$ cat src/design/esmc_pkg.sv
// Shared types, constants and the bytewise CRC-32 function for the
// event-stream message checker. No dependencies.
`default_nettype none

package esmc_pkg;

   localparam int unsigned PRELUDE_LEN = 12;
   localparam int unsigned MIN_LENGTH  = 16;

   localparam logic [31:0] CRC_POLY = 32'hEDB88320;
   localparam logic [31:0] CRC_INIT = 32'hFFFFFFFF;

   localparam logic [7:0] TYPE_INT32  = 8'd4;
   localparam logic [7:0] TYPE_STRING = 8'd7;

   // region codes
   localparam logic [1:0] REGION_PRELUDE = 2'd0;
   localparam logic [1:0] REGION_HEADER  = 2'd1;
   localparam logic [1:0] REGION_PAYLOAD = 2'd2;
   localparam logic [1:0] REGION_TRAILER = 2'd3;

   // status codes
   localparam logic [2:0] STATUS_OK           = 3'd0;
   localparam logic [2:0] STATUS_PRELUDE_CRC  = 3'd1;
   localparam logic [2:0] STATUS_LENGTH_SMALL = 3'd2;
   localparam logic [2:0] STATUS_HEADERS_LONG = 3'd3;
   localparam logic [2:0] STATUS_MESSAGE_CRC  = 3'd4;
   localparam logic [2:0] STATUS_HDR_OVERRUN  = 3'd5;
   localparam logic [2:0] STATUS_BAD_TYPE     = 3'd6;

   typedef enum logic [2:0] {
      PH_NAME_LEN = 3'd0,
      PH_NAME     = 3'd1,
      PH_TYPE     = 3'd2,
      PH_INT      = 3'd3,
      PH_STR_HI   = 3'd4,
      PH_STR_LO   = 3'd5,
      PH_STR      = 3'd6
   } phase_type;

   typedef enum logic [1:0] {
      FAULT_NONE    = 2'd0,
      FAULT_OVERRUN = 2'd1,
      FAULT_TYPE    = 2'd2
   } fault_type;

   // header walker state, handed between top level and walker
   typedef struct packed {
      phase_type   phase;
      logic [15:0] field_remaining;
      logic [7:0]  string_len_high;
      logic [29:0] header_total;
      fault_type   fault;
   } hdr_state_type;

   localparam hdr_state_type HDR_RESET = '{
      phase:           PH_NAME_LEN,
      field_remaining: 16'd0,
      string_len_high: 8'd0,
      header_total:    30'd0,
      fault:           FAULT_NONE
   };

   // reflected CRC-32, one byte
   function automatic logic [31:0] crc32_byte(input logic [31:0] crc,
                                              input logic [7:0]  data);
      logic [31:0] r;
      r = crc ^ {24'd0, data};
      for (int i = 0; i < 8; i++) begin
         r = r[0] ? ((r >> 1) ^ CRC_POLY) : (r >> 1);
      end
      return r;
   endfunction

endpackage

`default_nettype wire

$ cat src/design/esmc_if.sv
// Valid/ready channel interfaces for the request and result streams.
// Depends on nothing.
`default_nettype none

interface esmc_req_if;
   logic       valid;
   logic       ready;
   logic [7:0] data_byte;

   modport source (output valid, output data_byte, input ready);
   modport sink   (input valid, input data_byte, output ready);
endinterface

interface esmc_rsp_if;
   logic        valid;
   logic        ready;
   logic [7:0]  byte_out;
   logic [1:0]  region;
   logic        end_of_message;
   logic [2:0]  status;
   logic [29:0] header_count;
   logic [31:0] payload_length;

   modport source (output valid, output byte_out, output region,
                   output end_of_message, output status, output header_count,
                   output payload_length, input ready);
   modport sink   (input valid, input byte_out, input region,
                   input end_of_message, input status, input header_count,
                   input payload_length, output ready);
endinterface

`default_nettype wire

$ cat src/design/event_stream_message_checker_unit.sv
// Event-stream message checker, top level.
// Depends on esmc_pkg, esmc_if (esmc_req_if, esmc_rsp_if), esmc_header_walker.
//
// Usage:
//  - req_chan carries one raw stream byte per request (data_byte).
//  - rsp_chan returns exactly one result per request: the byte, its region
//    (prelude, header, payload, trailer), an end-of-message flag with status,
//    the running header count and the payload length.
//  - Two register stages: the request lands in an input register, the
//    checker updates its state from it and writes the result register.
//  - Throughput is one byte per cycle while the receiver takes results,
//    since the bytewise CRC-32 and the header walker are both combinational.
//  - When the receiver stalls, the result register holds and one more
//    request is taken into the input register; after that req ready drops
//    until the result is taken.
//  - Synchronous active-high reset empties both stages and returns the
//    parser to byte 0 of a prelude with the CRC preset to all ones.
//  - After any end of message, good or failed, parsing restarts at the next
//    byte.
`default_nettype none

module event_stream_message_checker_unit (
   input  wire logic clock,
   input  wire logic reset,
   esmc_req_if.sink   req_chan,
   esmc_rsp_if.source rsp_chan
);

   // input stage
   logic       s1_valid_ff;
   logic [7:0] s1_byte_ff;
   logic       advance;

   // parser state
   logic [31:0] pos_ff, pos_in;
   logic [31:0] msg_len_ff, msg_len_in;
   logic [31:0] hdr_len_ff, hdr_len_in;
   logic [31:0] crc_ff, crc_in;
   logic [31:0] prelude_crc_ff, prelude_crc_in;
   logic [31:0] rx_crc_ff, rx_crc_in;
   logic [32:0] hdr_end_ff, hdr_end_in;     // first byte past the headers
   logic [32:0] hdr_last_ff, hdr_last_in;   // last header byte
   logic [31:0] trl_start_ff, trl_start_in;
   logic [31:0] msg_last_ff, msg_last_in;
   logic [31:0] pay_len_ff, pay_len_in;
   esmc_pkg::hdr_state_type hdr_ff, hdr_in, hdr_walk;

   // result register
   logic        rsp_valid_ff;
   logic [7:0]  rsp_byte_ff;
   logic [1:0]  rsp_region_ff, region;
   logic        rsp_eom_ff, eom;
   logic [2:0]  rsp_status_ff, status;
   logic [29:0] rsp_count_ff;
   logic [31:0] rsp_pay_ff, pay_out;

   logic [7:0]  b;
   logic [31:0] crc_step;
   logic [31:0] rx_crc_full;
   logic [31:0] pay_calc;
   logic        in_prelude;
   logic        hdr_last_byte;

   assign advance        = s1_valid_ff && (!rsp_valid_ff || rsp_chan.ready);
   assign req_chan.ready = !s1_valid_ff || advance;

   assign b           = s1_byte_ff;
   assign crc_step    = esmc_pkg::crc32_byte(crc_ff, b);
   assign rx_crc_full = {rx_crc_ff[23:0], b};
   assign pay_calc    = msg_len_ff - 32'(esmc_pkg::MIN_LENGTH) - hdr_len_ff;
   assign in_prelude  = pos_ff < 32'(esmc_pkg::PRELUDE_LEN);
   assign hdr_last_byte = ({1'b0, pos_ff} == hdr_last_ff);

   esmc_header_walker u_walker (
      .cur       (hdr_ff),
      .data_byte (b),
      .last_byte (hdr_last_byte),
      .nxt       (hdr_walk)
   );

   always_comb begin
      pos_in         = pos_ff + 32'd1;
      msg_len_in     = msg_len_ff;
      hdr_len_in     = hdr_len_ff;
      crc_in         = crc_ff;
      prelude_crc_in = prelude_crc_ff;
      rx_crc_in      = rx_crc_ff;
      hdr_end_in     = hdr_end_ff;
      hdr_last_in    = hdr_last_ff;
      trl_start_in   = trl_start_ff;
      msg_last_in    = msg_last_ff;
      pay_len_in     = pay_len_ff;
      hdr_in         = hdr_ff;
      region         = esmc_pkg::REGION_PRELUDE;
      eom            = 1'b0;
      status         = esmc_pkg::STATUS_OK;
      pay_out        = 32'd0;

      if (in_prelude) begin
         // CRC runs over all twelve prelude bytes; the value after byte 7
         // is kept for the prelude check
         crc_in = crc_step;
         if (pos_ff < 32'd4) begin
            msg_len_in = {msg_len_ff[23:0], b};
         end else if (pos_ff < 32'd8) begin
            hdr_len_in = {hdr_len_ff[23:0], b};
         end else begin
            rx_crc_in = rx_crc_full;
         end
         if (pos_ff == 32'd7) prelude_crc_in = crc_step;

         if (pos_ff == 32'(esmc_pkg::PRELUDE_LEN - 1)) begin
            if (~prelude_crc_ff != rx_crc_full) begin
               status = esmc_pkg::STATUS_PRELUDE_CRC;
            end else if (msg_len_ff < 32'(esmc_pkg::MIN_LENGTH)) begin
               status = esmc_pkg::STATUS_LENGTH_SMALL;
            end else if (hdr_len_ff > msg_len_ff - 32'(esmc_pkg::MIN_LENGTH)) begin
               status = esmc_pkg::STATUS_HEADERS_LONG;
            end
            if (status != esmc_pkg::STATUS_OK) begin
               eom = 1'b1;
            end else begin
               pay_out      = pay_calc;
               pay_len_in   = pay_calc;
               hdr_end_in   = {1'b0, hdr_len_ff} + 33'(esmc_pkg::PRELUDE_LEN);
               hdr_last_in  = {1'b0, hdr_len_ff} + 33'(esmc_pkg::PRELUDE_LEN - 1);
               trl_start_in = msg_len_ff - 32'd4;
               msg_last_in  = msg_len_ff - 32'd1;
            end
         end
      end else begin
         pay_out = pay_len_ff;
         if ({1'b0, pos_ff} < hdr_end_ff) begin
            region = esmc_pkg::REGION_HEADER;
         end else if (pos_ff < trl_start_ff) begin
            region = esmc_pkg::REGION_PAYLOAD;
         end else begin
            region = esmc_pkg::REGION_TRAILER;
         end

         if (region == esmc_pkg::REGION_TRAILER) begin
            rx_crc_in = rx_crc_full;
            if (pos_ff >= msg_last_ff) begin
               eom = 1'b1;
               if (~crc_ff != rx_crc_full) begin
                  status = esmc_pkg::STATUS_MESSAGE_CRC;
               end else if (hdr_ff.fault == esmc_pkg::FAULT_OVERRUN) begin
                  status = esmc_pkg::STATUS_HDR_OVERRUN;
               end else if (hdr_ff.fault == esmc_pkg::FAULT_TYPE) begin
                  status = esmc_pkg::STATUS_BAD_TYPE;
               end
            end
         end else begin
            crc_in = crc_step;
            if (region == esmc_pkg::REGION_HEADER) hdr_in = hdr_walk;
         end
      end

      // restart on any end
      if (eom) begin
         pos_in = 32'd0;
         crc_in = esmc_pkg::CRC_INIT;
         hdr_in = esmc_pkg::HDR_RESET;
      end
   end

   always_ff @(posedge clock) begin
      if (reset) begin
         s1_valid_ff <= 1'b0;
      end else if (req_chan.ready) begin
         s1_valid_ff <= req_chan.valid;
      end
      if (req_chan.ready) s1_byte_ff <= req_chan.data_byte;
   end

   always_ff @(posedge clock) begin
      if (reset) begin
         pos_ff <= 32'd0;
         crc_ff <= esmc_pkg::CRC_INIT;
         hdr_ff <= esmc_pkg::HDR_RESET;
      end else if (advance) begin
         pos_ff <= pos_in;
         crc_ff <= crc_in;
         hdr_ff <= hdr_in;
      end
      if (advance) begin
         msg_len_ff     <= msg_len_in;
         hdr_len_ff     <= hdr_len_in;
         prelude_crc_ff <= prelude_crc_in;
         rx_crc_ff      <= rx_crc_in;
         hdr_end_ff     <= hdr_end_in;
         hdr_last_ff    <= hdr_last_in;
         trl_start_ff   <= trl_start_in;
         msg_last_ff    <= msg_last_in;
         pay_len_ff     <= pay_len_in;
      end
   end

   always_ff @(posedge clock) begin
      if (reset) begin
         rsp_valid_ff <= 1'b0;
      end else if (advance) begin
         rsp_valid_ff <= 1'b1;
      end else if (rsp_chan.ready) begin
         rsp_valid_ff <= 1'b0;
      end
      if (advance) begin
         rsp_byte_ff   <= b;
         rsp_region_ff <= region;
         rsp_eom_ff    <= eom;
         rsp_status_ff <= status;
         // count includes records closed by this byte
         rsp_count_ff  <= (region == esmc_pkg::REGION_HEADER) ? hdr_walk.header_total
                                                              : hdr_ff.header_total;
         rsp_pay_ff    <= pay_out;
      end
   end

   assign rsp_chan.valid          = rsp_valid_ff;
   assign rsp_chan.byte_out       = rsp_byte_ff;
   assign rsp_chan.region         = rsp_region_ff;
   assign rsp_chan.end_of_message = rsp_eom_ff;
   assign rsp_chan.status         = rsp_status_ff;
   assign rsp_chan.header_count   = rsp_count_ff;
   assign rsp_chan.payload_length = rsp_pay_ff;

endmodule

`default_nettype wire

$ cat src/design/esmc_header_walker.sv
// Next-state logic for the header record walker, one byte per call.
// Depends on esmc_pkg.
`default_nettype none

module esmc_header_walker (
   input  wire esmc_pkg::hdr_state_type cur,
   input  wire logic [7:0]              data_byte,
   input  wire logic                    last_byte,
   output esmc_pkg::hdr_state_type      nxt
);

   logic [15:0] dec;

   assign dec = cur.field_remaining - 16'd1;

   always_comb begin
      nxt = cur;
      if (cur.fault == esmc_pkg::FAULT_NONE) begin
         case (cur.phase)
            esmc_pkg::PH_NAME_LEN: begin
               if (data_byte == 8'd0) begin
                  nxt.phase = esmc_pkg::PH_TYPE;
               end else begin
                  nxt.field_remaining = {8'd0, data_byte};
                  nxt.phase           = esmc_pkg::PH_NAME;
               end
            end
            esmc_pkg::PH_NAME: begin
               nxt.field_remaining = dec;
               if (dec == 16'd0) nxt.phase = esmc_pkg::PH_TYPE;
            end
            esmc_pkg::PH_TYPE: begin
               if (data_byte == esmc_pkg::TYPE_INT32) begin
                  nxt.field_remaining = 16'd4;
                  nxt.phase           = esmc_pkg::PH_INT;
               end else if (data_byte == esmc_pkg::TYPE_STRING) begin
                  nxt.phase = esmc_pkg::PH_STR_HI;
               end else begin
                  nxt.fault = esmc_pkg::FAULT_TYPE;
               end
            end
            esmc_pkg::PH_STR_HI: begin
               nxt.string_len_high = data_byte;
               nxt.phase           = esmc_pkg::PH_STR_LO;
            end
            esmc_pkg::PH_STR_LO: begin
               nxt.field_remaining = {cur.string_len_high, data_byte};
               if ({cur.string_len_high, data_byte} == 16'd0) begin
                  nxt.header_total = cur.header_total + 30'd1;
                  nxt.phase        = esmc_pkg::PH_NAME_LEN;
               end else begin
                  nxt.phase = esmc_pkg::PH_STR;
               end
            end
            esmc_pkg::PH_INT, esmc_pkg::PH_STR: begin
               nxt.field_remaining = dec;
               if (dec == 16'd0) begin
                  nxt.header_total = cur.header_total + 30'd1;
                  nxt.phase        = esmc_pkg::PH_NAME_LEN;
               end
            end
            default: begin
               nxt.phase = esmc_pkg::PH_NAME_LEN;
            end
         endcase
      end
      // record still open when the header region closes
      if (last_byte && nxt.fault == esmc_pkg::FAULT_NONE &&
          nxt.phase != esmc_pkg::PH_NAME_LEN) begin
         nxt.fault = esmc_pkg::FAULT_OVERRUN;
      end
   end

endmodule

`default_nettype wire
$ cat src/flat_wrapper.sv
// flat-port wrapper written by rule: the top's interface ports become plain ports
module event_stream_message_checker_unit_flat 
  (clock, reset, req_chan_valid, req_chan_data_byte, req_chan_ready, rsp_chan_valid, rsp_chan_byte_out, rsp_chan_region, rsp_chan_end_of_message, rsp_chan_status, rsp_chan_header_count, rsp_chan_payload_length, rsp_chan_ready);
  esmc_req_if req_chan_i ();
  esmc_rsp_if rsp_chan_i ();
  input  wire logic clock;
  input  wire logic reset;
  input wire logic [$bits(req_chan_i.valid)-1:0] req_chan_valid;
  input wire logic [$bits(req_chan_i.data_byte)-1:0] req_chan_data_byte;
  output wire logic [$bits(req_chan_i.ready)-1:0] req_chan_ready;
  output wire logic [$bits(rsp_chan_i.valid)-1:0] rsp_chan_valid;
  output wire logic [$bits(rsp_chan_i.byte_out)-1:0] rsp_chan_byte_out;
  output wire logic [$bits(rsp_chan_i.region)-1:0] rsp_chan_region;
  output wire logic [$bits(rsp_chan_i.end_of_message)-1:0] rsp_chan_end_of_message;
  output wire logic [$bits(rsp_chan_i.status)-1:0] rsp_chan_status;
  output wire logic [$bits(rsp_chan_i.header_count)-1:0] rsp_chan_header_count;
  output wire logic [$bits(rsp_chan_i.payload_length)-1:0] rsp_chan_payload_length;
  input wire logic [$bits(rsp_chan_i.ready)-1:0] rsp_chan_ready;
  assign req_chan_i.valid = req_chan_valid;
  assign req_chan_i.data_byte = req_chan_data_byte;
  assign req_chan_ready = req_chan_i.ready;
  assign rsp_chan_valid = rsp_chan_i.valid;
  assign rsp_chan_byte_out = rsp_chan_i.byte_out;
  assign rsp_chan_region = rsp_chan_i.region;
  assign rsp_chan_end_of_message = rsp_chan_i.end_of_message;
  assign rsp_chan_status = rsp_chan_i.status;
  assign rsp_chan_header_count = rsp_chan_i.header_count;
  assign rsp_chan_payload_length = rsp_chan_i.payload_length;
  assign rsp_chan_i.ready = rsp_chan_ready;
  event_stream_message_checker_unit u_core (.clock(clock), .reset(reset), .req_chan(req_chan_i), .rsp_chan(rsp_chan_i));
endmodule
$ cat config.mk
export PLATFORM = sky130hd
export DESIGN_NAME = event_stream_message_checker_unit_flat
export DESIGN_NICKNAME = d
export VERILOG_FILES = /design/src/design/esmc_pkg.sv /design/src/design/esmc_if.sv /design/src/design/event_stream_message_checker_unit.sv /design/src/design/esmc_header_walker.sv /design/src/flat_wrapper.sv
export SDC_FILE = /design/constraint.sdc
export NUM_CORES = 1
export LEC_CHECK = 0
export ABC_AREA = 1
export BUFFER_PORTS_ARGS = -buffer_cell sky130_fd_sc_hd__buf_2
export CAP_MARGIN = 20
export CORE_UTILIZATION = 62
export CTS_BUF_LIST = sky130_fd_sc_hd__clkbuf_8
export DETAILED_ROUTE_END_ITERATION = 8
export HOLD_SLACK_MARGIN = 0.05
export PLACE_DENSITY_LB_ADDON = 0.05
export SYNTH_ARGS = -nofsm -noshare
export SYNTH_HDL_FRONTEND = slang
export SYNTH_HIERARCHICAL = 1
export SYNTH_SLANG_ARGS = --single-unit
export TNS_END_PERCENT = 5
$ cat constraint.sdc
create_clock -name clock -period 24.1 [get_ports clock]
set_input_delay 1.205 -clock clock [delete_from_list [all_inputs] [get_ports clock]]
set_output_delay 1.205 -clock clock [all_outputs]
set_load 0.01 [all_outputs]
Yosys cells after proc, flatten, opt, wreduce, memory -nomap -nowiden --
Index checks and enable logic that the tools add are counted.
Operators by class: add/subtract/negate cells 9, $lt $le $gt $ge 8, eq/ne operators 25, mux-type cells 66, bitwise operators 13, reductions and logical operators 32
Operators with widths (number):
- 2-to-1 mux 32 bit | 15
- 2-to-1 mux 59 bit | 5
- inverter 13 -> 14 bit | 8
- 2-to-1 mux 24 bit | 4
- 2-to-1 mux 30 bit | 3
- adder 32 x 4 -> 33 bit, second input constant | 2
- less-than comparator 32 x 4 -> 1 bit, second input constant | 2
- inequality test 32 bit | 2
- inverter 32 bit | 2
- case mux 16 bit (4 select lines) | 1
- case mux 30 bit (2 select lines) | 1
- 2-to-1 mux 3 bit | 16
- equality test 32 x 33 -> 1 bit | 1
- less-than comparator 32 x 33 -> 1 bit | 1
- adder 32 x 1 -> 32 bit, second input constant | 1
- equality test 32 x 3 -> 1 bit, second input constant | 1
- equality test 32 x 4 -> 1 bit, second input constant | 1
- >= comparator 32 bit | 1
- > comparator 32 bit | 1
- logical NOT 16 bit | 2
- less-than comparator 32 x 3 -> 1 bit, second input constant | 1
- less-than comparator 32 bit | 1
- less-than comparator 32 x 5 -> 1 bit, second input constant | 1
- 2-to-1 mux 16 bit | 2
- 38 further kinds | 78
Storage, ports and cells: register bits 491, bits of input ports 12, output and inout bits 78, logic and storage cells 178

Depth between registers and ports, before layout --
Gate-level depths: netlist of run 1.
depth in word-level cells 20, depth in mapped cells 27, mapped depth without buffers 25

By module --
Netlist of run 1, hierarchy kept.
By module, submodules not included:
- event_stream_message_checker_unit | instances 1, cells an instance 2981, area each 27112.3 µm², sequential area each 13492.9 µm²
- esmc_header_walker | instances 1, cells an instance 637, area each 3069.2 µm², sequential area each 0.0 µm²

Worst setup path after synthesis of run 1 --
No wires, ideal clock.
path type reg-to-reg, from reg u_core.msg_len_ff[4], to reg u_core.hdr_end_ff[0], enable pin, setup time 686 ps, data arrival time 9630 ps, required time 23414 ps, slack 13783 ps, stages on the path, launching flop included 20, path buffers 1, clock period less this slack 10317 ps, path through edfxtp_1 > inv_1 > ha_1 > inv_2 > nor2_1 > inv_1 > nor2_1 > inv_1 > nor2_1 > xor2_1 > ha_1 > nand2_1 > nor3_1 > nand2_1 > a21oi_1 > nor2_1 > nand2_2 > nand4_1 > clkbuf_1 > nor2_1
Between the ends: longest elaborated chain between the ends 10, elaborated cells on any way between the ends 11, those cells by class add/sub: 1; order compare: 2; mux: 5; bitwise: 1; reduce/logical: 2
Ends and longest elaborated chain:
- start, declared | line event_stream_message_checker_unit.sv:36 | logic [31:0] msg_len_ff, msg_len_in;
- start signal, assigned | line event_stream_message_checker_unit.sv:187 | msg_len_ff <= msg_len_in;
- subtractor 32 x 5 -> 32 bit | line event_stream_message_checker_unit.sv:117 | end else if (hdr_len_ff > msg_len_ff - 32'(esmc_pkg::MIN_LENGTH)) begin
- > comparator 32 bit | line event_stream_message_checker_unit.sv:117
- 2-to-1 mux 2 bit | line event_stream_message_checker_unit.sv:117
- 2-to-1 mux 3 bit (*) | line event_stream_message_checker_unit.sv:115 | end else if (msg_len_ff < 32'(esmc_pkg::MIN_LENGTH)) begin
- 2-to-1 mux 3 bit (*) | line event_stream_message_checker_unit.sv:113 | if (~prelude_crc_ff != rx_crc_full) begin
- 2-to-1 mux 3 bit (*) | line event_stream_message_checker_unit.sv:112 | if (pos_ff == 32'(esmc_pkg::PRELUDE_LEN - 1)) begin
- 2-to-1 mux 3 bit (*) | line event_stream_message_checker_unit.sv:99 | if (in_prelude) begin
- nonzero test 3 bit (*) | line event_stream_message_checker_unit.sv:120 | if (status != esmc_pkg::STATUS_OK) begin
- inverter 1 bit (no line) (*)
- AND reduction 4 bit (no line) (*)
- end signal, assigned | line event_stream_message_checker_unit.sv:191 | hdr_end_ff <= hdr_end_in;
- end, declared | line event_stream_message_checker_unit.sv:41 | logic [32:0] hdr_end_ff, hdr_end_in;
Every way passes the cells marked *; elsewhere a longest branch is shown, timed or not. The select of a mux whose other input is x is not followed. A chain may end at the register's enable or synchronous reset.

Worst setup path after layout of run 1 --
from reg u_core.msg_len_ff[4], to reg u_core.msg_last_ff[8], enable pin
Between the ends: longest elaborated chain between the ends 10, elaborated cells on any way between the ends 11, those cells by class add/sub: 1; order compare: 2; mux: 5; bitwise: 1; reduce/logical: 2
Ends and longest elaborated chain:
- subtractor 32 x 5 -> 32 bit | line event_stream_message_checker_unit.sv:117
- > comparator 32 bit | line event_stream_message_checker_unit.sv:117
- 2-to-1 mux 2 bit | line event_stream_message_checker_unit.sv:117
- 2-to-1 mux 3 bit (*) | line event_stream_message_checker_unit.sv:115
- 2-to-1 mux 3 bit (*) | line event_stream_message_checker_unit.sv:113
- 2-to-1 mux 3 bit (*) | line event_stream_message_checker_unit.sv:112
- 2-to-1 mux 3 bit (*) | line event_stream_message_checker_unit.sv:99
- nonzero test 3 bit (*) | line event_stream_message_checker_unit.sv:120
- inverter 1 bit (no line) (*)
- AND reduction 4 bit (no line) (*)
- end signal, assigned | line event_stream_message_checker_unit.sv:194 | msg_last_ff <= msg_last_in;
- end, declared | line event_stream_message_checker_unit.sv:44 | logic [31:0] msg_last_ff, msg_last_in;
Marks and branches as above.

==> results.md, run 1 <==
- Crit-path slowest cell: buf_4
- CTS Buf Count: 82
- Synth Area per Inst: 8.34 um^2
- CP top delay family: buffers and inverters
- Syn-to-layout area delta: 8.63%
- Hold-fix buffers at CTS: 0
- Root buffer cell: clkbuf_8
- Leak: 13.9 nW
- Outcome: complete, no violations
- M1 GR Usage: 42.9%
- CP arrival: 6910 ps
- Fraction of layout cells with a size suffix above 1: 9.37%
- IO Count: 90
- Slew of the pin with the lowest slew margin: 1210 ps
- Max VDD drop: 0.0605 mV
- Largest net degree at the start of global routing: 94
- Mapped Area: 30,200 um^2
- Filler Cells Inserted: 3,887
- F_max: 151 MHz
- TritonCTS Sinks: 491
- Ys async rst share: 0%
- Unique cell type count in the Yosys netlist: 66
- H-Tree Depth: 3
- WP data required: 24,390 ps
- Startpoint Class: register
- Slowest stage delay, CP: 840 ps
- Tot GR Track Use: 34.4%
- GRT overflow: 0
- PD cells: 57.2 nW/um^2
- Crit. End Element: register
- Mapped Cells: 3,618
- Met2 GRT Util: 58.1%
- Antenna violations before repair: 2
- DRC violations left: 0
- Main combinational cell family by area after synthesis: simple AND/OR/NAND/NOR gates
- Number of synthesized flops with an enable pin: 366
- Most frequent CP cell: nor2_1
- Total routed wirelength: 85,700 um
- Number of max-cap violations: 0
- Tot Pwr: 1.88 mW
- Clk_skew: 29.8 ps
- Sequential share of the synthesized area: 44.7%
- Crit path max fanout: 68
- CTS tree: built
- Simple-Gate Fraction of Synth Area: 22.8%
- Routed length per instance: 19.5 um
- IO buf count: 89
- Placement row count: 80
- Setup bufs post-CTS: 0
- CTS Buffer Depth: 3
- Final Max Tran Viols: 0
- Final period util: 27.5%
- Via count: 25,304
- Starting DRT DRC Count: 2,304
- Primary FF master, synth: edfxtp_1
- Initial core utilization: 63.1%
- Clock Latency Late Sink: 670 ps
- #FFs+latches synth: 491
- M3 GR Usage: 5.63%
- Nets@finish: 3,864
- Post-route ant nets: 0
- Global routing's busiest layer: met2
- Drt pass-1 iters: 6
- Post-synthesis compound-gate area fraction: 8.42%
- Post-route setup TNS: 0 ps
- Reg clk slew, reported paths: 60 ps
- CORE AREA: 47,800 um^2
- Vias in the first global route: 24,228
- Ys Warns: 6
- Die Y: 223 um
- Via-to-Cell Ratio: 5.76
- Die W: 223 um
- Crit path cell chain: inv_1, ha_1, inv_2, nor2_1, inv_1, nor2_1, inv_1, nor2_1, xor2_1, ha_1, nand2_1, nor3_1, nand2_1, a21oi_1, nor2_1, nand2_2, nand4_1, buf_4, nor2_4, buf_4, buf_4
- Post-Synth Adder-Cell Area: 5.91%
- CP Class: register to register
- Worst hold-check path type: register to register
- Syn_nets: 3,772
- Final setup violation count: 0
- Resized Gates After CTS: 0
- First-pass GRT wire length: 132,000 um
- RSZ-0062 raised after global routing: no
- Crit path buf inv count: 7
- Post-synthesis xor/xnor area fraction: 9.39%
- Slew margin rel.: 19.2%
- Post-DP HPWL: 62,600 um
- RD Place Congestion: 0.942
- Proportion of synthesized area in mux cells: 1.12%
- Final Hold Viols: 0
- Final worst path period need: 6630 ps
- Die area: 49,600 um^2
Yosys cell counts, drive strengths merged, types with 2 or more instances:
| master | n | area share [%] |
|---|---|---|
| mux2 | 30 | 1.1 |
| o21ai | 189 | 3.2 |
| a21o | 6 | 0.15 |
| o21bai | 10 | 0.25 |
| nand4 | 50 | 1.0 |
| nor3b | 5 | 0.12 |
| nand3b | 7 | 0.17 |
| nand2 | 771 | 9.8 |
| clkinv | 7 | 0.11 |
| edfxtp | 366 | 36 |
| inv | 473 | 5.9 |
| a21oi | 168 | 3.1 |
| a31oi | 2 | 0.041 |
| xnor2 | 89 | 2.6 |
| a2111oi | 3 | 0.087 |
| ha | 141 | 5.8 |
| or2 | 13 | 0.28 |
| o22ai | 22 | 0.46 |
| nor3 | 74 | 1.3 |
| xor2 | 228 | 6.8 |
| dfxtp | 125 | 8.3 |
| nand3 | 234 | 3.9 |
| nor2 | 418 | 5.4 |
| a211oi | 2 | 0.050 |
| a21boi | 3 | 0.075 |
| o21a | 5 | 0.12 |
| clkbuf | 55 | 0.68 |
| o211ai | 15 | 0.39 |
| o31ai | 2 | 0.050 |
| a22oi | 15 | 0.37 |
| buf | 50 | 1.0 |
| nor4 | 27 | 0.58 |
| and2 | 4 | 0.083 |
where the power goes:
part | switching, mW | internal, mW | leakage [nW]
clock network | 0.346 | 0.404 | 0.974
registers | 0.0151 | 0.930 | 4.37
logic | 0.118 | 0.0630 | 8.52
flip-flops by register name, indices dropped and copies added (netlist names), 32 cells and up:
signal,count
u_core/crc_ff,32
u_core/hdr_end_ff,33
u_core/hdr_ff,59
u_core/hdr_last_ff,33
u_core/hdr_len_ff,32
u_core/msg_last_ff,32
u_core/msg_len_ff,32
u_core/pay_len_ff,32
u_core/pos_ff,32
u_core/prelude_crc_ff,32
u_core/rsp_chan.payload_length,32
u_core/trl_start_ff,32
through the flow:
step           cell area [um^2]  std cells  worst slack, ps  hold WS [ps]  util [%]
2_1_floorplan             30200       3618            13780           424         -
3_3_place_gp              31100       4240            17800           449      65.0
3_5_place_dp              31100       4240            17600           461      65.0
4_1_cts                   32800       4391            17570           479      68.5
5_1_grt                   32800       4393            17050           501      68.5
6_report                  32800       4393            17470           484      68.5
worst reg2reg max path: cells and delay by family (launching register included):
family	cells	cell delay, ps
buffers and inverters	7	2490
AND/OR/NAND/NOR	10	2350
adder cells (fa/ha/maj)	2	640
flip-flops	1	530
AO/OA/AOI/OAI	1	140
XOR/XNOR	1	80
layer usage:
metal / vias up / share of wire, % / routed length [um]
met4: 2 / 4.7 / 4060
met5: - / 0.0093 / 8
li1: 12132 / - / -
met3: 222 / 6.9 / 5900
met2: 1001 / 48 / 41500
met1: 11947 / 40 / 34200
worst paths after layout:
| kind | startpoint | to | slack [ps] | cells after the start |
|---|---|---|---|---|
| worst max-delay path | u_core/msg_len_ff[4] | u_core/msg_last_ff[8] | 17470 | 21 |
| worst min-delay path | u_core/hdr_len_ff[1] | u_core/hdr_len_ff[9] | 480 | 0 |
| worst max register to register | u_core/msg_len_ff[4] | u_core/msg_last_ff[8] | 17470 | 21 |
| worst min register to register | u_core/hdr_len_ff[1] | u_core/hdr_len_ff[9] | 480 | 0 |
placed cells by master (no fill, tap or decap), drive strengths merged, types with 2 or more instances in the layout:
cell / n
nand2: 771
inv: 507
nor2: 418
edfxtp: 366
nand3: 234
xor2: 228
o21ai: 189
a21oi: 168
ha: 141
dfxtp: 125
buf: 113
clkbuf: 95
xnor2: 89
nor3: 74
nand4: 50
mux2: 30
nor4: 27
clkinv: 25
o22ai: 22
a22oi: 15
o211ai: 15
or2: 13
o21bai: 10
nand3b: 7
a21o: 6
o21a: 5
nor3b: 5
bufinv: 4
and2: 4
a21boi: 3
a2111oi: 3
a31oi: 2
o31ai: 2
a211oi: 2
area by class of cell:
class | count | area, um^2 | area share, %
multi-input cells | 2542 | 14400 | 44.0
flip-flops and latches | 491 | 13500 | 41.2
inverters | 480 | 1810 | 5.52
clock buffers | 95 | 1310 | 3.99
well taps | 615 | 769 | 2.35
repair buffers | 113 | 638 | 1.95
clock inverters | 56 | 353 | 1.08
diodes | 1 | 2.50 | 0.00763
cells by family (layout without fill, tap and decap cells):
| family | after synthesis | in the layout |
|---|---|---|
| buffers and inverters | 585 | 744 |
| adders and majority gates | 142 | 142 |
| DFF | 491 | 491 |
| and+or+nand+nor | 1607 | 1607 |
| muxes | 30 | 30 |
| AOI/OAI and AO/OA | 446 | 446 |
| other | 0 | 1 |
| xor gates and xnor gates | 317 | 317 |
No activity file was read; power rests on OpenSTA's default activity.
==> run 2: changes to the inputs <==
- CORE_UTILIZATION: 62 -> 59
- clock period: 24.1 -> 5.9 ns (I/O delays scaled with it)
==> run 2 against run 1 <==
Combinational power rose to 4.1 times the previous value. Clock skew up 25 ps. Die area up 5.0%. Cell count is 1.8% higher. Worst hold slack worse by 200 ps. Largest power group unchanged. Design area up 0.86%. Sequential share of layout area is 0.35 points lower. Via count fell by 0.16%. Worst setup slack got worse by 17000 ps. Non-clock buffer count rose by 19. Register-to-register slack got worse by 17000 ps. Sequential power grew to 4.1 times the previous value.
==> results.md, run 2 (synthesized netlist as in run 1, its figures left out) <==
- GRT overflow: 0 (unchanged)
- Worst path depth: 17 (was 21)
- Placement row count: 82 (was 80)
- Crit-path slowest cell: nor2_4 (was buf_4)
- CP arrival: 5480 ps (was 6910 ps)
- Routed length per instance: 19.2 um (was 19.5 um)
- Crit path max fanout: 33 (was 68)
- R2R cell count: 17 (was 21)
- Tot Pwr: 7.63 mW (was 1.88 mW)
- DRC violations left: 0 (unchanged)
- Final worst path period need: 5120 ps (was 6630 ps)
- Final std cells w/o fill: 4,473 (was 4,393)
- N_diodes: 0 (was 1)
- Final Hold Viols: 0 (unchanged)
- Startpoint Class: register (unchanged)
- Die Y: 228 um (was 223 um)
- Crit. End Element: register (unchanged)
- Initial core utilization: 60.0% (was 63.1%)
- Post-route ant nets: 0 (unchanged)
- CP top delay family: simple AND/OR/NAND/NOR gates (was buffers and inverters)
- Largest net degree at the start of global routing: 119 (was 94)
- Fraction of layout cells with a size suffix above 1: 9.44% (was 9.37%)
- Commonest non-fill, non-tap cells in the layout: nand2_1, inv_1, nor2_1 (unchanged)
- Largest Register: u_core/hdr_ff (unchanged)
- Die W: 228 um (was 223 um)
- Root buffer cell: clkbuf_8 (unchanged)
- Clk_skew: 54.4 ps (was 29.8 ps)
- Number of max-cap violations: 0 (unchanged)
- Worst hold-check path type: input port to register (was register to register)
- Via count: 25,264 (was 25,304)
- Post-route setup TNS: 0 ps (unchanged)
- Vias in the first global route: 24,345 (was 24,228)
- Final setup violation count: 0 (unchanged)
- Via-to-Cell Ratio: 5.65 (was 5.76)
- Most frequent CP cell: nor3_1 (was nor2_1)
- CTS Buf Count: 84 (was 82)
- Post-DP HPWL: 63,200 um (was 62,600 um)
- Leak: 13.9 nW (about the same)
- CORE AREA: 50,300 um^2 (was 47,800 um^2)
- Reg clk slew, reported paths: 60 ps (about the same)
- Tot GR Track Use: 32.7% (was 34.4%)
- Clock Latency Late Sink: 720 ps (was 670 ps)
- Worst slack, placed: 830 ps (was 17,600 ps)
- Slowest stage delay, CP: 650 ps (was 840 ps)
- Crit path cell chain: nor2_1, inv_1, nor3_1, nand4_1, nor3_1, xor2_1, ha_1, nand2_1, nor3_1, nand2_1, a21oi_1, nor2_1, nand2_2, nand4_1, buf_4, nor2_4, buf_12 (was inv_1, ha_1, inv_2, nor2_1, inv_1, nor2_1, inv_1, nor2_1, xor2_1, ha_1, nand2_1, nor3_1, nand2_1, a21oi_1, nor2_1, nand2_2, nand4_1, buf_4, nor2_4, buf_4, buf_4)
- Total routed wirelength: 86,000 um (was 85,700 um)
- PD cells: 231 nW/um^2 (was 57.2 nW/um^2)
- CP Class: register to register (unchanged)
- Slew of the pin with the lowest slew margin: 1190 ps (was 1210 ps)
- H-Tree Depth: 3 (unchanged)
- Max VDD drop: 0.248 mV (was 0.0605 mV)
- Syn-to-layout area delta: 9.56% (was 8.63%)
- WP data required: 6260 ps (was 24,390 ps)
- Drt pass-1 iters: 6 (unchanged)
- Placed insts: 4,306 (was 4,240)
- Crit path buf inv count: 3 (was 7)
- Filler Cells Inserted: 4,294 (was 3,887)
- RSZ-0062 raised after global routing: no (unchanged)
- Hold Crit Depth: 2 (was 0)
- Commonest non-fill, non-tap cell in the layout: nand2_1 (unchanged)
- Antenna violations before repair: 1 (was 2)
- F_max: 195 MHz (was 151 MHz)
- Die area: 52,100 um^2 (was 49,600 um^2)
- Outcome: complete, no violations (unchanged)
- First-pass GRT wire length: 133,000 um (was 132,000 um)
- RD Place Congestion: 0.977 (was 0.942)
- Final period util: 86.8% (was 27.5%)
- IO Count: 90 (unchanged)
- CTS tree: built (unchanged)
- CTS Buffer Depth: 3 (unchanged)
- Number of flip-flops in the largest register: 59 (unchanged)
- TritonCTS Sinks: 491 (unchanged)
- Slew margin rel.: 20.9% (was 19.2%)
- Resized Gates After CTS: 0 (unchanged)
- Final worst slack: 781 ps (was 17,470 ps)
- Starting DRT DRC Count: 2,185 (was 2,304)
- Final Max Tran Viols: 0 (unchanged)
- IO buf count: 89 (unchanged)
- Largest regs: u_core/hdr_ff (59), u_core/hdr_end_ff (33), u_core/hdr_last_ff (33) (unchanged)
- Nets@finish: 3,885 (was 3,864)
==> run 2: per-stage QoR <==
stage | area, um^2 | hold slack (ps) | util, %
final | 33100 | 282 | 65.8
after global routing | 33100 | 262 | 65.8
after CTS | 33100 | 236 | 65.8
after detailed placement | 31300 | 475 | 62.3
after global placement | 31300 | 467 | 62.3
after floorplan | 30200 | 364 | -
==> run 2: layout make-up <==
type	count	area, um^2	area share, %
Multi-Input combinational cell	2542	14400	43.6
Sequential cell	491	13500	40.8
Inverter	480	1810	5.48
Clock buffer	91	1250	3.79
Timing Repair Buffer	132	871	2.63
Tap cell	672	841	2.54
Clock inverter	65	389	1.18
==> run 2: routing by layer <==
metal	wire [um]	track usage, %	vias up
met5	13	0	-
met4	3850	15.8	2
met3	6060	4.28	198
met2	41100	54.7	1058
met1	34900	42.0	11849
li1	-	-	12157
==> run 2: worst paths after layout <==
kind / start / endpoint / slack [ps]
max: u_core/msg_len_ff[25] / u_core/pay_len_ff[30] / 780
min: req_chan_data_byte[3] / u_core/b[3] / 280
max reg2reg: u_core/msg_len_ff[25] / u_core/pay_len_ff[30] / 780
min reg2reg: u_core/hdr_len_ff[1] / u_core/hdr_len_ff[9] / 490
==> run 2: report_power, final <==
part           switching, mW  total [mW]  internal [mW]
combinational          0.482       0.744          0.262
sequential            0.0619        3.86           3.80
clock                   1.49        3.03           1.54
==> run 2: what timing repair did <==
item / in CTS / in global routing
endpoints found under the hold margin: 11 / 0
hold buffers: 11 / 0
buffers inserted: 0 / 0
